### src/rtl/rss_pkg.sv
// rss_pkg: shared types, constants and codes of the range shift selector.
// No dependencies; imported by rss_quant_err and range_shift_selector.
package rss_pkg;

  // Widest shift code the selector supports, in bits.
  localparam int MAX_SHIFT_BITS = 4;
  localparam int SHIFT_W        = MAX_SHIFT_BITS;
  localparam int SAMPLE_W       = 16;
  localparam int WIDTH_W        = 5;
  localparam int SFB_W          = 3;
  localparam int TOL_W          = 15;
  localparam int CFG_IDX_W      = 2;
  localparam int CFG_DATA_W     = 16;
  localparam int OUT_DATA_W     = 8;

  // Width at and above which no shifting takes place.
  localparam logic [WIDTH_W-1:0] WIDE_WIDTH = WIDTH_W'(SAMPLE_W);

  // Largest error value, starting point of the scan's running error.
  localparam logic signed [SAMPLE_W-1:0] ERR_MAX = 16'sh7FFF;

  // Register reset values.
  localparam logic [WIDTH_W-1:0] TARGET_WIDTH_RST = 5'd16;
  localparam logic [SFB_W-1:0]   SFB_RST          = 3'd3;
  localparam logic [TOL_W-1:0]   TOL_RST          = '0;

  // Configuration register indexes.
  typedef enum logic [CFG_IDX_W-1:0] {
    CFG_CURRENT_PRECISION = 2'd0,
    CFG_TARGET_WIDTH      = 2'd1,
    CFG_SHIFT_FIELD_BITS  = 2'd2,
    CFG_ERROR_TOLERANCE   = 2'd3
  } cfg_idx_t;

  // Sequencer states.
  typedef enum logic [1:0] {
    ST_IDLE,
    ST_PREV,
    ST_SCAN,
    ST_DONE
  } rss_state_t;

  // Request to the quantization error unit.
  typedef struct packed {
    logic [SAMPLE_W-1:0]       mag;
    logic signed [SHIFT_W-1:0] shift;
    logic [WIDTH_W-1:0]        width;
  } rss_qreq_t;

endpackage

### src/rtl/rss_quant_err.sv
// rss_quant_err: quantization error of a sample magnitude at one shift.
// Combinational shared unit; depends on rss_pkg.
module rss_quant_err import rss_pkg::*; (
  input  rss_qreq_t                    req,
  output logic signed [SAMPLE_W-1:0]   err
);

  logic signed [5:0]   c;
  logic [4:0]          neg_c;
  logic [31:0]         mask;
  logic [31:0]         mask_sh;
  logic [SAMPLE_W-1:0] q;

  // Shift count: 16 - width + shift
  assign c = 6'sd16 - $signed({1'b0, req.width}) + 6'(req.shift);
  assign neg_c = 5'(-c);

  // Value mask of the narrow word
  always_comb begin
    if (req.width == '0) begin
      mask = '0;
    end else begin
      mask = (32'd1 << (req.width - 5'd1)) - 32'd1;
    end
  end

  // Quantized value keeps the sample bits under the shifted mask, top bit dropped
  always_comb begin
    if (c > 6'sd0) begin
      mask_sh = mask << c[4:0];
    end else begin
      mask_sh = mask >> neg_c;
    end
  end

  assign q   = req.mag & {1'b0, mask_sh[SAMPLE_W-2:0]};
  // q never exceeds mag; a full-scale magnitude wraps to the most negative error
  assign err = $signed(req.mag - q);

endmodule

### src/rtl/range_shift_selector.sv
// range_shift_selector: top level; picks the range shift per sample.
// Depends on rss_pkg and rss_quant_err.
//
// Usage:
//   Input beats arrive on s_tvalid/s_tready with the sample in s_tdata and the
//   sequence-start flag in s_tuser. Each beat yields exactly one output beat on
//   m_tvalid/m_tready carrying the chosen 4-bit shift in m_tdata.
//   Registers are written on cfg_valid/cfg_ready (always ready), by the user
//   only while idle; the block itself does not enforce it. Index 0
//   current_precision (no effect on the shift), 1 target_width,
//   2 shift_field_bits, 3 error_tolerance.
// Timing:
//   One error evaluation per cycle on the shared quantization unit. A beat is
//   accepted, the previous shift is checked and, if out of tolerance, shifts
//   2^(b-1)-1 down at most to -2^(b-1) are scanned (b = saturated field bits);
//   then the output register is loaded. A target width of 16 or more skips
//   evaluation. One beat at a time is taken; s_tready is high only when idle.
// Reset: registers 1-3 return to 16, 3, 0; the kept shift clears to 0; no beat
//   is pending. A stalled receiver holds the result in the output register;
//   the next beat is still taken, and its result waits until that slot frees.
module range_shift_selector import rss_pkg::*; (
  input  logic                     clk,
  input  logic                     rst,
  // s_tdata: [15:0] sample
  input  logic                     s_tvalid,
  output logic                     s_tready,
  input  logic [SAMPLE_W-1:0]      s_tdata,
  // s_tuser: [0] first
  input  logic [0:0]               s_tuser,
  // m_tdata: [3:0] shift, [7:4] zero
  output logic                     m_tvalid,
  input  logic                     m_tready,
  output logic [OUT_DATA_W-1:0]    m_tdata,
  // configuration write channel
  input  logic                     cfg_valid,
  output logic                     cfg_ready,
  input  logic [CFG_IDX_W-1:0]     cfg_index,
  input  logic [CFG_DATA_W-1:0]    cfg_data
);

  rss_state_t state, state_next;

  logic [WIDTH_W-1:0]           target_width;
  logic [SFB_W-1:0]             shift_field_bits;
  logic [TOL_W-1:0]             error_tolerance;
  logic signed [SHIFT_W-1:0]    last_shift;

  logic [SAMPLE_W-1:0]          mag;
  logic signed [SHIFT_W-1:0]    prev;
  logic signed [SHIFT_W-1:0]    s_cur;
  logic signed [SHIFT_W-1:0]    best_shift;
  logic signed [SHIFT_W-1:0]    res;
  logic signed [SHIFT_W-1:0]    shift_out;
  logic signed [SAMPLE_W-1:0]   prev_err;
  logic signed [SAMPLE_W-1:0]   best_err;
  logic signed [SAMPLE_W-1:0]   last_err;

  logic [SFB_W-1:0]             b_sat;
  logic [SHIFT_W:0]             half;
  logic signed [SHIFT_W-1:0]    scan_hi;
  logic signed [SHIFT_W-1:0]    scan_lo;
  logic                         wide;
  logic                         accept;
  logic                         out_free;
  logic                         load_out;
  logic                         within_tol;
  logic                         skip;
  logic                         better;
  logic                         stop;
  logic                         at_lo;
  logic signed [SAMPLE_W-1:0]   best_err_next;
  logic signed [SHIFT_W-1:0]    best_shift_next;
  logic [SAMPLE_W-1:0]          neg_sample;

  rss_qreq_t                    qreq;
  logic signed [SAMPLE_W-1:0]   err;

  // Configuration registers; current_precision cancels out and is not kept
  assign cfg_ready = 1'b1;

  always_ff @(posedge clk) begin
    if (rst) begin
      target_width     <= TARGET_WIDTH_RST;
      shift_field_bits <= SFB_RST;
      error_tolerance  <= TOL_RST;
    end else if (cfg_valid) begin
      unique case (cfg_idx_t'(cfg_index))
        CFG_CURRENT_PRECISION: ;
        CFG_TARGET_WIDTH:      target_width     <= cfg_data[WIDTH_W-1:0];
        CFG_SHIFT_FIELD_BITS:  shift_field_bits <= cfg_data[SFB_W-1:0];
        CFG_ERROR_TOLERANCE:   error_tolerance  <= cfg_data[TOL_W-1:0];
        default: ;
      endcase
    end
  end

  // Scan range from the saturated shift field width
  always_comb begin
    if (shift_field_bits == '0) begin
      b_sat = SFB_W'(1);
    end else if (shift_field_bits > SFB_W'(MAX_SHIFT_BITS)) begin
      b_sat = SFB_W'(MAX_SHIFT_BITS);
    end else begin
      b_sat = shift_field_bits;
    end
  end

  assign half    = (SHIFT_W+1)'(1) << (b_sat - SFB_W'(1));
  assign scan_hi = SHIFT_W'(half - (SHIFT_W+1)'(1));
  assign scan_lo = SHIFT_W'(-half);
  assign wide    = (target_width >= WIDE_WIDTH);

  // Shared quantization error unit
  assign qreq.mag   = mag;
  assign qreq.shift = (state == ST_SCAN) ? s_cur : prev;
  assign qreq.width = target_width;

  rss_quant_err u_qerr (
    .req (qreq),
    .err (err)
  );

  // Decisions of the current step
  assign accept     = s_tvalid && s_tready;
  assign out_free   = !m_tvalid || m_tready;
  assign within_tol = (err <= $signed({1'b0, error_tolerance}));
  assign skip       = (s_cur == prev);
  assign better     = (err <= best_err);
  assign stop       = !skip && !better && (err >= last_err);
  assign at_lo      = (s_cur == scan_lo);

  assign best_err_next   = (!skip && better) ? err   : best_err;
  assign best_shift_next = (!skip && better) ? s_cur : best_shift;
  assign neg_sample      = SAMPLE_W'(-s_tdata);

  // Next state
  always_comb begin
    state_next = state;
    unique case (state)
      ST_IDLE: begin
        if (s_tvalid) begin
          state_next = wide ? ST_DONE : ST_PREV;
        end
      end
      ST_PREV: begin
        state_next = within_tol ? ST_DONE : ST_SCAN;
      end
      ST_SCAN: begin
        if (stop || at_lo) begin
          state_next = ST_DONE;
        end
      end
      ST_DONE: begin
        if (out_free) begin
          state_next = ST_IDLE;
        end
      end
      default: state_next = ST_IDLE;
    endcase
  end

  // Outputs of the sequencer
  always_comb begin
    s_tready = 1'b0;
    load_out = 1'b0;
    unique case (state)
      ST_IDLE: s_tready = 1'b1;
      ST_DONE: load_out = out_free;
      default: ;
    endcase
  end

  always_ff @(posedge clk) begin
    if (rst) begin
      state <= ST_IDLE;
    end else begin
      state <= state_next;
    end
  end

  // Working registers
  always_ff @(posedge clk) begin
    unique case (state)
      ST_IDLE: begin
        if (accept) begin
          mag  <= s_tdata[SAMPLE_W-1] ? neg_sample : s_tdata;
          prev <= s_tuser[0] ? '0 : last_shift;
          res  <= '0;
        end
      end
      ST_PREV: begin
        prev_err   <= err;
        best_err   <= err;
        best_shift <= prev;
        last_err   <= ERR_MAX;
        s_cur      <= scan_hi;
        res        <= prev;
      end
      ST_SCAN: begin
        best_err   <= best_err_next;
        best_shift <= best_shift_next;
        if (!skip) begin
          last_err <= err;
        end
        s_cur <= s_cur - SHIFT_W'(1);
        res   <= (prev_err <= best_err_next) ? prev : best_shift_next;
      end
      ST_DONE: ;
      default: ;
    endcase
  end

  // Output register and kept shift
  always_ff @(posedge clk) begin
    if (rst) begin
      m_tvalid   <= 1'b0;
      last_shift <= '0;
    end else begin
      if (load_out) begin
        m_tvalid   <= 1'b1;
        last_shift <= res;
      end else if (m_tready) begin
        m_tvalid <= 1'b0;
      end
    end
  end

  always_ff @(posedge clk) begin
    if (load_out) begin
      shift_out <= res;
    end
  end

  assign m_tdata = {(OUT_DATA_W-SHIFT_W)'(0), shift_out};

  // Checks on the sequencer
  a_one_at_a_time: assert property (@(posedge clk) disable iff (rst)
    accept |=> !s_tready)
    else $error("beat accepted while one is in progress");

  a_scan_range: assert property (@(posedge clk) disable iff (rst)
    (state == ST_SCAN) |-> (s_cur >= scan_lo && s_cur <= scan_hi))
    else $error("scan shift out of range");

  a_best_not_worse: assert property (@(posedge clk) disable iff (rst)
    (state == ST_SCAN) |-> (best_err <= prev_err))
    else $error("best error above previous error");

  a_wide_zero: assert property (@(posedge clk) disable iff (rst)
    (load_out && wide) |-> (res == '0))
    else $error("wide target gave nonzero shift");

  a_load_slot_free: assert property (@(posedge clk) disable iff (rst)
    load_out |=> m_tvalid)
    else $error("result load lost");

endmodule

### config.mk
export PLATFORM = sky130hd
export DESIGN_NAME = range_shift_selector
export DESIGN_NICKNAME = d
export VERILOG_FILES = /design/src/rtl/rss_pkg.sv /design/src/rtl/rss_quant_err.sv /design/src/rtl/range_shift_selector.sv
export SDC_FILE = /design/constraint.sdc
export NUM_CORES = 1
export LEC_CHECK = 0
export ABC_AREA = 1
export BUFFER_PORTS_ARGS = -buffer_cell sky130_fd_sc_hd__buf_4
export CORE_MARGIN = 4
export CORE_UTILIZATION = 25
export CTS_CLUSTER_DIAMETER = 30
export DETAILED_ROUTE_END_ITERATION = 7
export PLACE_DENSITY = 0.35
export REMOVE_ABC_BUFFERS = 1
export SYNTH_ARGS = -nofsm -noshare
export SYNTH_HDL_FRONTEND = slang
export SYNTH_SLANG_ARGS = --single-unit
### constraint.sdc
create_clock -name clk -period 9.5 [get_ports clk]
set_input_delay 1.9 -clock clk [delete_from_list [all_inputs] [get_ports clk]]
set_output_delay 1.9 -clock clk [all_outputs]
set_load 0.01 [all_outputs]
-- Word level (Yosys, flattened, before mapping)
Index checks and enable logic that the tools add are counted.
- flip-flop bits (word level): 114
- RAM bits: 0
- bits in latches: 0
- input bits: 40
- output and inout port bits: 11
- memories kept: 0
- memory bits (read-only): 0
- bitwise gates (word level): 1
- reductions and logical operators: 22
- $lt $le $gt $ge: 7
- $mul: 0
- shifts and indexed selects: 4
- div/mod/pow operators: 0
- eq/ne operators: 13
- muxes and demuxes: 26
- add/sub/neg operators: 11
- operators with widths (cell ; number):
    $pmux 16 s2 ; 2
    $le 16x16->1 ; 3
    $mux 16 ; 2
    $mux 32 ; 1
    $shl 1x5->32 const A ; 1
    $shl 32x5->15 ; 1
    $shr 32x5->15 ; 1
    $sub 32x1->32 const B ; 1
    $mux 15 ; 2
    $and 16x15->16 ; 1
    $ge 16x16->1 ; 1
    $mux 4 ; 4
    $neg 16->16 ; 1
    $pmux 4 s2 ; 2
    $sub 16x16->16 ; 1
    $pmux 4 s3 ; 1
    $reduce_and 2->1 ; 6
    $eq 2x2->1 const B ; 4
    $eq 4x4->1 ; 2
    $mux 2 ; 4
    $ne 2x2->1 const B ; 4
    $pmux 2 s4 ; 1
    $add 6x4->6 ; 1
    $gt 6x1->1 const B ; 1
    23 further kinds ; 36

-- Depth between registers and ports, before layout
Gate-level depths: netlist of the first run.
- depth in word-level cells: 15
- mapped depth: 57

-- Cells and area by module
From an unflattened synthesis of the first run, not the netlist that was laid out.
- cell total of the unflattened synthesis: 1718
- area total of the unflattened synthesis: 11492.3 µm²
- by module, submodules not included (module ; cells each ; instances ; area an instance (µm²)):
    range_shift_selector ; 738 ; 1 ; 6785.3
    rss_quant_err ; 980 ; 1 ; 4707.0

-- Worst setup path before layout of the first run
No wires, ideal clock.
- kind: register -> register
- from: register state[0]
- to: register res[3], data pin
- slack: 1.150 ns
- cell stages (with the launch flop): 48
- data arrival time: 8.089 ns
- setup time: 0.261 ns
- period minus slack after synthesis: 8.350 ns
- cells stage by stage: dfxtp_1 -> inv_1 -> ha_1 -> clkbuf_1 -> inv_1 -> clkbuf_1 -> clkbuf_1 -> nand2_1 -> o21ai_0 -> ha_1 -> ha_1 -> inv_1 -> fa_1 -> clkbuf_1 -> nand3_1 -> xor2_1 -> buf_2 -> buf_1 -> [12 not listed] -> xor2_1 -> inv_1 -> nand2_1 -> nand2_1 -> clkinv_1 -> buf_1 -> o21ai_0 -> ha_1 -> a21oi_1 -> o21a_1 -> o221ai_1 -> a2111o_1 -> a21boi_0 -> o31ai_1 -> inv_1 -> nand2_1 -> o211ai_1 -> a21oi_1
- cells in the longest elaborated chain, start to end: 14
- elaborated cells on any way between the ends: 19
- classes of those cells: 3 x add/sub; 3 x order compare; 2 x eq/ne; 2 x shift; 6 x mux; 1 x bitwise; 2 x reduce/logical
- ends and longest elaborated chain (what ; RTL line ; RTL):
    start: declaration ; range_shift_selector.sv:41 ; rss_state_t state, state_next;
    start signal: assignment ; range_shift_selector.sv:177 ; state <= state_next;
    $eq 2x2->1 (*) ; range_shift_selector.sv:115 ; assign qreq.shift = (state == ST_SCAN) ? s_cur : prev;
    $mux 4 (*) ; range_shift_selector.sv:115 ;
    $add 6x4->6 (*) ; rss_quant_err.sv:15 ; assign c = 6'sd16 - $signed({1'b0, req.width}) + 6'(req.shift);
    $neg 5->5 ; rss_quant_err.sv:16 ; assign neg_c = 5'(-c);
    $shr 32x5->15 ; rss_quant_err.sv:32 ; mask_sh = mask >> neg_c;
    $mux 15 (*) ; rss_quant_err.sv:29 ; if (c > 6'sd0) begin
    $and 16x15->16 (*) ; rss_quant_err.sv:36 ; assign q = req.mag & {1'b0, mask_sh[SAMPLE_W-2:0]};
    $sub 16x16->16 (*) ; rss_quant_err.sv:38 ; assign err = $signed(req.mag - q);
    named net err[1] ; range_shift_selector.sv:76 ; logic signed [SAMPLE_W-1:0] err;
    $le 16x16->1 ; range_shift_selector.sv:128 ; assign better = (err <= best_err);
    $logic_and 1x1->1 ; range_shift_selector.sv:132, range_shift_selector.sv:133 ;
    $mux 16 ; range_shift_selector.sv:132 ; assign best_err_next = (!skip && better) ? err : best_err;
    $le 16x16->1 ; range_shift_selector.sv:206 ; res <= (prev_err <= best_err_next) ? prev : best_shift_next;
    $mux 4 (*) ; range_shift_selector.sv:206 ;
    $pmux 4 s3 (*) ; range_shift_selector.sv:183 ; unique case (state)
    end signal: assignment ; range_shift_selector.sv:197 ; res <= prev;
    end signal: assignment ; range_shift_selector.sv:206 ;
    end: declaration ; range_shift_selector.sv:52 ; logic signed [SHIFT_W-1:0] res;
Mark *: on every way through the listed nets, which the timed path passes. The rest lies on a longest branch.
A chain may end at the register's enable or synchronous reset.

-- Final worst setup path of the first run
- from: register state[0]
- to: register res[0], data pin
Same word-level chain as after synthesis.

==> results of run 1 <==
[registers in the layout (all words and copies together) (netlist names)]
name              flops
last_shift            4
prev                  4
target_width          5
m_tvalid              1
shift_field_bits      3
shift_out             4
mag                  16
best_shift            4
best_err             16
state                 2
res                   4
s_cur                 4
prev_err             16
last_err             16
error_tolerance      15
[worst min-delay path by stage]
stage	slack [ns]	to	from	depth (start not counted)
floorplan	0.42	shift_out[0]	res[0]	0
global placement	0.45	last_shift[0]	last_shift[0]	2
detailed placement	0.45	last_shift[3]	last_shift[3]	2
CTS	0.46	last_shift[3]	last_shift[3]	2
global route	0.48	last_shift[0]	last_shift[0]	2
finish	0.45	last_shift[3]	last_shift[3]	2
[through the flow]
| stage | hold WS (ns) | utilization | cells | setup slack, ns | setup TNS (ns) |
|---|---|---|---|---|---|
| after floorplan | 0.421 | - | 1492 | -0.629 | -2.52 |
| after global placement | 0.446 | 0.278 | 2116 | 0.381 | 0 |
| after detailed placement | 0.449 | 0.278 | 2116 | 0.236 | 0 |
| after CTS | 0.458 | 0.293 | 2148 | 0.181 | 0 |
| after global routing | 0.484 | 0.293 | 2148 | -0.0388 | -0.0685 |
| final | 0.454 | 0.293 | 2148 | 0.682 | 0 |
[kinds of logic (layout without fill, tap and decap cells)]
group                      after synthesis  after routing  share of synthesized area
muxes                                    2              2                    0.00186
buffers and inverters                  262            311                     0.0996
DFF                                    114            114                      0.290
other                                    2              7                   0.000698
AOI/OAI and AO/OA                      250            250                      0.134
xor gates and xnor gates                28             28                     0.0228
adders and majority gates               84             84                     0.0983
and+or+nand+nor                        813            813                      0.352
[worst min-delay path, stage by stage, from the launching register on]
cell     delay (ns)
dfxtp_1        0.30
inv_1          0.06
a21oi_1        0.05
[what timing repair did]
item / in CTS / in global routing
resized for setup: 0 / 11
buffers inserted: 0 / 0
setup endpoints to repair: 0 / 4
[layer usage]
metal	GRT usage	vias to the layer above	routed length (microns)
met1	0.251	4876	20300
met2	0.252	193	16600
met4	0.0230	0	274
met5	0	-	0
li1	-	5333	-
met3	0.0214	16	1290
[layout make-up]
cell class | instances | area (sq um)
Clock buffer | 21 | 504
Multi-Input combinational cell | 1184 | 6610
Inverter | 194 | 729
Sequential cell | 114 | 3120
Tap cell | 539 | 674
Clock inverter | 11 | 98.8
Timing Repair Buffer | 85 | 646
Fill cell | 4667 | 29800
[cells in the final DEF, fill, tap and decap left out, types with 14 or more instances in the layout]
cell | synthesis | routed
nand4_1 | 51 | 51
nor3_1 | 14 | 14
nor2_1 | 82 | 81
dfxtp_1 | 30 | 30
o21ai_0 | 94 | 91
nand2_1 | 392 | 392
buf_4 | 7 | 83
o21ai_1 | 13 | 16
nand2_2 | 15 | 15
nand3_1 | 205 | 205
nor2_2 | 13 | 14
edfxtp_1 | 84 | 84
ha_1 | 83 | 83
o211ai_1 | 18 | 18
clkbuf_16 | 0 | 20
inv_1 | 182 | 180
a21oi_1 | 75 | 75
==> results.cfg, run 1 <==
[clock_network]
cts_tree = done
cts_num_sinks = 114
ctsHoldBuffers = 0
clock-root-buffer = clkbuf_16
ctsLongestPathBuffers = 2
h-tree-depth = 4
clkTransAtPathRegs_ns = 0.06
insertion_delay_ns = 0.42
numCtsBuffers = 17

[floorplanning]
chipHeight_microns = 216
start_util = 0.255
die-area_sq_um = 46400
die_w_microns = 216
core-area_sq_um = 42200
num_rows = 75
io_pins = 51

[yosys]
synth.most_common_cell = nand2_1
synth_top_area_frac = 0.234
synthTopCellsByArea = edfxtp_1, nand2_1, ha_1
syn_area_per_cell_sq_um = 6.92
ys_warn_count = 0
syn_area_sq_um = 10800
ys_seq_area_frac = 0.290
synth_common_cells = nand2_1, nand3_1, inv_1
synthFlopType = edfxtp_1
ys_ff_latch = 114
synth_edf_count = 84
synth.distinct_cells = 60
synth-async-reset-ratio = 0
postSynthCellCount = 1555
synth_top_area_cell = edfxtp_1

[job]
max_cap_violations = 0

[routing]
drtIter0Drc = 691
num_vias = 10418
first_pass_iters = 5
viasPerCell = 4.85
wl_per_cell_microns = 17.9
ant_nets = 0
drcViolationCount = 0
wirelength_mm = 38.4

[worst_setup_path]
crit_start = state[0]
critPathCapture = res[0]
start_kind = flop
crit_required_ns = 9.67
critPathCaptureType = flop
crit_cells = 42
worstPathBufferInverterCount = 9
r2r_cells = 42
r2r_end = res[0]
arrival_ns = 8.99
crit_path_frequent_cell = ha_1
worstSetupPathType = flop to flop
rr_startpoint = state[0]
rrSetupSlack_ns = 0.68
crit_family = compound AO/OA/AOI/OAI gates
slowest_stage = inv_1
cp_max_fo = 15
slowest_delay_ns = 0.45

[finish]
fin_area_sq_um = 12400
drive_gt1_frac = 0.121
diodes = 0
nNetsFinal = 1720
area_growth_pct = 15.1

[place]
dp_hpwl_mm = 31.0
gp_congestion = 0.829
numPortBuffers = 44
placed_area_sq_um = 11800

[status]
outcome = finished clean

[timing]
hold_violations = 0
setup_viol = 0
min_period_over_period = 0.928
max_freq_mhz = 113
fin_skew_ns = 0.00742
finalMaxSlewViolations = 0
max_slew_margin = 0.304
fin_crit_ns = 8.82
worst_pin_slew_ns = 1.04

[grt]
grt_start_max_net_pins = 49
antenna_found_initial = 0
grt_overflow = 0
grt_pass1_wl_mm = 59.4
grt_pass1_vias = 9930
grt.total_usage = 0.164

[hold_path]
min_path_type = flop to flop
Power of run 1 is not shown: default switching activity piles up to over one toggle a cycle in this logic, so the estimate is an artifact.
==> inputs of run 2 (changes only) <==
Settings changed: CORE_MARGIN 4 to default.
==> results.cfg, run 2 (same netlist as run 1, synthesis figures left out) <==
[status]
outcome = finished clean

[finish]
fill_cells = 4694
seq_area_sq_um = 3120
multi_input_area_sq_um = 6600
mostFrequentLayoutCells = nand2_1, nand3_1, inv_1
drive_gt1_frac = 0.124
final_common_cell = nand2_1
post-route-util = 0.295
area_growth_pct = 15.6
nNetsFinal = 1727
fin_cells = 2156

[floorplanning]
core-area_sq_um = 42200
io_pins = 51
die_w_microns = 210
num_rows = 75
chipHeight_microns = 210
start_util = 0.255
die-area_sq_um = 43900

[timing]
worst_pin_slew_ns = 1.09
fin_skew_ns = 0.00735
fin_crit_ns = 8.67
grt_setup_unrepaired = false
max_freq_mhz = 115
hold_violations = 0
min_period_over_period = 0.912
setup_viol = 0
finalMaxSlewViolations = 0
max_slew_margin = 0.271

[routing]
wl_per_cell_microns = 18.0
num_vias = 10447
route.top_layer_used = met4
first_pass_iters = 5
ant_nets = 0
drtIter0Drc = 723
wirelength_mm = 38.8
drt-met1-wl_mm = 20.6
drcViolationCount = 0
wl_met3_mm = 1.47
viasPerCell = 4.85
wl_met2_mm = 16.4

[job]
max_cap_violations = 0

[worst_setup_path]
rr_startpoint = state[0]
slowest_delay_ns = 0.54
start_kind = flop
rrSetupSlack_ns = 0.83
r2r_cells = 47
worstSetupPathType = flop to flop
r2r_end = res[1]
slowest_stage = fa_1
cp_max_fo = 12
critPathCaptureType = flop
arrival_ns = 8.85
crit_required_ns = 9.68

[hold_path]
min_to = last_shift[3]
hold-path-cell-count = 2
min_path_type = flop to flop
hp-start = last_shift[3]

[clock_network]
numCtsBuffers = 17
h-tree-depth = 4
cts_tree = done
clock-root-buffer = clkbuf_16
ctsLongestPathBuffers = 2
clkTransAtPathRegs_ns = 0.06
cts_num_sinks = 114
insertion_delay_ns = 0.43

[place]
dp.cells = 2121
dp_hpwl_mm = 31.1
numPortBuffers = 44
gp_congestion = 0.865

[grt]
antenna_found_initial = 0
grt_start_max_net_pins = 49
grt_pass1_vias = 10111
grt_overflow = 0
grt.total_usage = 0.183
grt_pass1_wl_mm = 60.7
-- run 2: worst max-delay path, delay by kind of cell, from the launching register on --
family / cells / cell delay (ns)
compound gates: 17 / 3.22
xor+xnor: 2 / 0.34
fa+ha+maj: 7 / 2.17
buf+inv: 12 / 1.52
flops: 1 / 0.34
simple gates: 9 / 0.83
-- run 2: worst max path at each step --
stage	startpoint	to	slack, ns	cells past startpoint
global placement	state[0]	res[2]	0.19	43
detailed placement	state[0]	res[1]	0.0009	43
CTS	state[0]	res[0]	0.002	44
finish	state[0]	res[1]	0.83	47
global route	state[0]	res[0]	0.04	50
floorplan	state[0]	res[1]	-0.63	43
-- run 2: metal layers --
layer  global-route usage  vias to the layer above
met5                    0                        -
met1                0.276                     4871
li1                     -                     5359
met3               0.0281                       19
met2                0.273                      198
met4               0.0342                        0
-- run 2: layout make-up --
cell class | count | area share
well taps | 539 | 0.0542
multi-input cells | 1184 | 0.530
inverters | 194 | 0.0592
clock buffers | 17 | 0.0342
diodes | 1 | 0.000201
flip-flops and latches | 114 | 0.251
clock inverters | 15 | 0.0128
repair buffers | 92 | 0.0581
-- run 2: repair_timing --
item | CTS | global route
gates resized for setup | 1 | 10
endpoints found under the hold margin | 0 | 0
setup buffers | 0 | 2
hold buffers | 0 | 0
endpoints found under the setup margin | 4 | 4
-- run 2: metrics by stage --
stage          worst slack, ns  hold WS (ns)  TNS, ns  cell area, sq um
2_1_floorplan           -0.629         0.421    -2.52             10400
3_3_place_gp             0.186         0.444        0             11800
3_5_place_dp          0.000914         0.450        0             11800
4_1_cts                0.00232         0.459        0             12400
5_1_grt                 0.0435         0.472        0             12400
6_report                 0.832         0.453        0             12400
Power of run 2 is left out for the same reason.
==> inputs of run 3 (changes only) <==
Settings changed: SYNTH_HIERARCHICAL from default to 1.
==> results.cfg, run 3 <==
[routing]
drcViolationCount = 0
wirelength_mm = 39.1
viasPerCell = 4.72
drtIter0Drc = 735
num_vias = 11163
ant_nets = 0
wl_per_cell_microns = 16.5
first_pass_iters = 5

[finish]
drive_gt1_frac = 0.139
area_growth_pct = 13.9
final_common_cell = nand2_1
multi_input_area_sq_um = 7210
fill_cells = 5077
diodes = 0
nNetsFinal = 1876
post-route-util = 0.288
seq_area_sq_um = 3120
mostFrequentLayoutCells = nand2_1, nand3_1, inv_1
fin_area_sq_um = 13100

[timing]
whs_ns = 0.458
worst_pin_slew_ns = 1.00
setup_viol = 0
max_freq_mhz = 118
fin_skew_ns = 0.0121
max_slew_margin = 0.331
setup_tns_ns = 0
grt_setup_unrepaired = false
hold_violations = 0
finalMaxSlewViolations = 0
min_period_over_period = 0.893
fin_crit_ns = 8.48

[clock_network]
post_cts_resized = 0
ctsLongestPathBuffers = 2
insertion_delay_ns = 0.43
ctsHoldBuffers = 0
numCtsBuffers = 17
h-tree-depth = 4
postCtsSetupRepairBufs = 0
cts_tree = done
clkTransAtPathRegs_ns = 0.06
clock-root-buffer = clkbuf_16
cts_num_sinks = 114

[yosys]
synth_edf_count = 84
synth.most_common_cell = nand2_1
synthFlopType = edfxtp_1
synth_fa_ha_area_frac = 0.0932
synth_xor_area_frac = 0.0213
synth_top_family_by_area = simple AND/OR/NAND/NOR gates
synth_top_area_frac = 0.219
ys_ff_latch = 114
synth.distinct_cells = 50
synth-compound-area-share = 0.123
synthSimpleGateAreaFrac = 0.387
ys_warn_count = 6
postSynthCellCount = 1718
synthMuxAreaShare = 0.000871
synth-async-reset-ratio = 0
synth_common_cells = nand2_1, nand3_1, inv_1
synthTopCellsByArea = edfxtp_1, nand2_1, nand3_1
synth_top_area_cell = edfxtp_1
syn_area_per_cell_sq_um = 6.69
syn_area_sq_um = 11500
ys_seq_area_frac = 0.272

[worst_setup_path]
worstSetupPathType = flop to flop
crit_required_ns = 9.68
critPathCaptureType = flop
start_kind = flop
arrival_ns = 8.66
cp_max_fo = 16
slowest_delay_ns = 0.93
slowest_stage = fa_1

[status]
outcome = finished clean

[place]
dp_hpwl_mm = 31.1
gp_congestion = 0.854
numPortBuffers = 44
placed_area_sq_um = 12500

[job]
max_cap_violations = 0

[floorplanning]
chipHeight_microns = 216
core-area_sq_um = 45400
die_w_microns = 216
io_pins = 51
die-area_sq_um = 46800
start_util = 0.253
num_rows = 78

[grt]
grt.total_usage = 0.169
grt_overflow = 0
antenna_found_initial = 0
grt_pass1_wl_mm = 61.0
grt_pass1_vias = 10508
grt_start_max_net_pins = 52

[hold_path]
min_path_type = flop to flop
## run 3: cell types whose count changed in the layout (fill, tap and decap cells not counted), moves of 7 or more
cell,delta
nand2_2,+11
inv_1,+11
nand2_1,+76
o21ai_0,-16
o211ai_1,-7
a21oi_1,+8
nand3_1,+23
or2_2,+10
buf_4,-10
o21ai_2,+30
nor2_1,+35
## run 3: kinds of logic after synthesis
group / after synthesis
flip-flops: 114
multiplexers: 1
AO/OA/AOI/OAI: 239
XOR/XNOR: 28
AND/OR/NAND/NOR: 967
other: 3
buffers and inverters: 281
adder cells (fa/ha/maj): 85
## run 3: layout make-up
class / instances / area share
clock buffers: 20 / 0.0334
inverters: 210 / 0.0604
clock inverters: 12 / 0.00851
flip-flops and latches: 114 / 0.239
repair buffers: 82 / 0.0509
multi-input cells: 1326 / 0.551
well taps: 600 / 0.0574
## run 3: path summary, 6_finish.rpt
path | start | to | slack, ns | cells past startpoint
worst min register to register | last_shift[2] | last_shift[2] | 0.46 | 2
worst min-delay path | last_shift[2] | last_shift[2] | 0.46 | 2
worst max register to register | state[0] | res[3] | 1.02 | 49
worst max-delay path | state[0] | res[3] | 1.02 | 49
## run 3: metrics by stage
step | setup slack (ns) | std cells
2_1_floorplan | -0.461 | 1650
3_3_place_gp | 0.959 | 2332
3_5_place_dp | 0.901 | 2332
4_1_cts | 0.849 | 2364
5_1_grt | 0.0295 | 2364
6_report | 1.02 | 2364
## run 3: critical path, delay by kind of cell (launching register included)
family                   cells  cell delay (ns)
flip-flops                   1             0.42
adder cells (fa/ha/maj)      7             2.37
AND/OR/NAND/NOR             26             3.11
buffers and inverters       12             1.88
AO/OA/AOI/OAI                4             0.41
## run 3: per-layer routing
metal | vias up | wire (microns) | GRT usage
met2 | 208 | 17300 | 0.265
met4 | 0 | 485 | 0.0380
met1 | 5146 | 19700 | 0.243
met3 | 29 | 1550 | 0.0267
li1 | 5780 | - | -
met5 | - | 0 | 0
Power of run 3 is left out for the same reason.
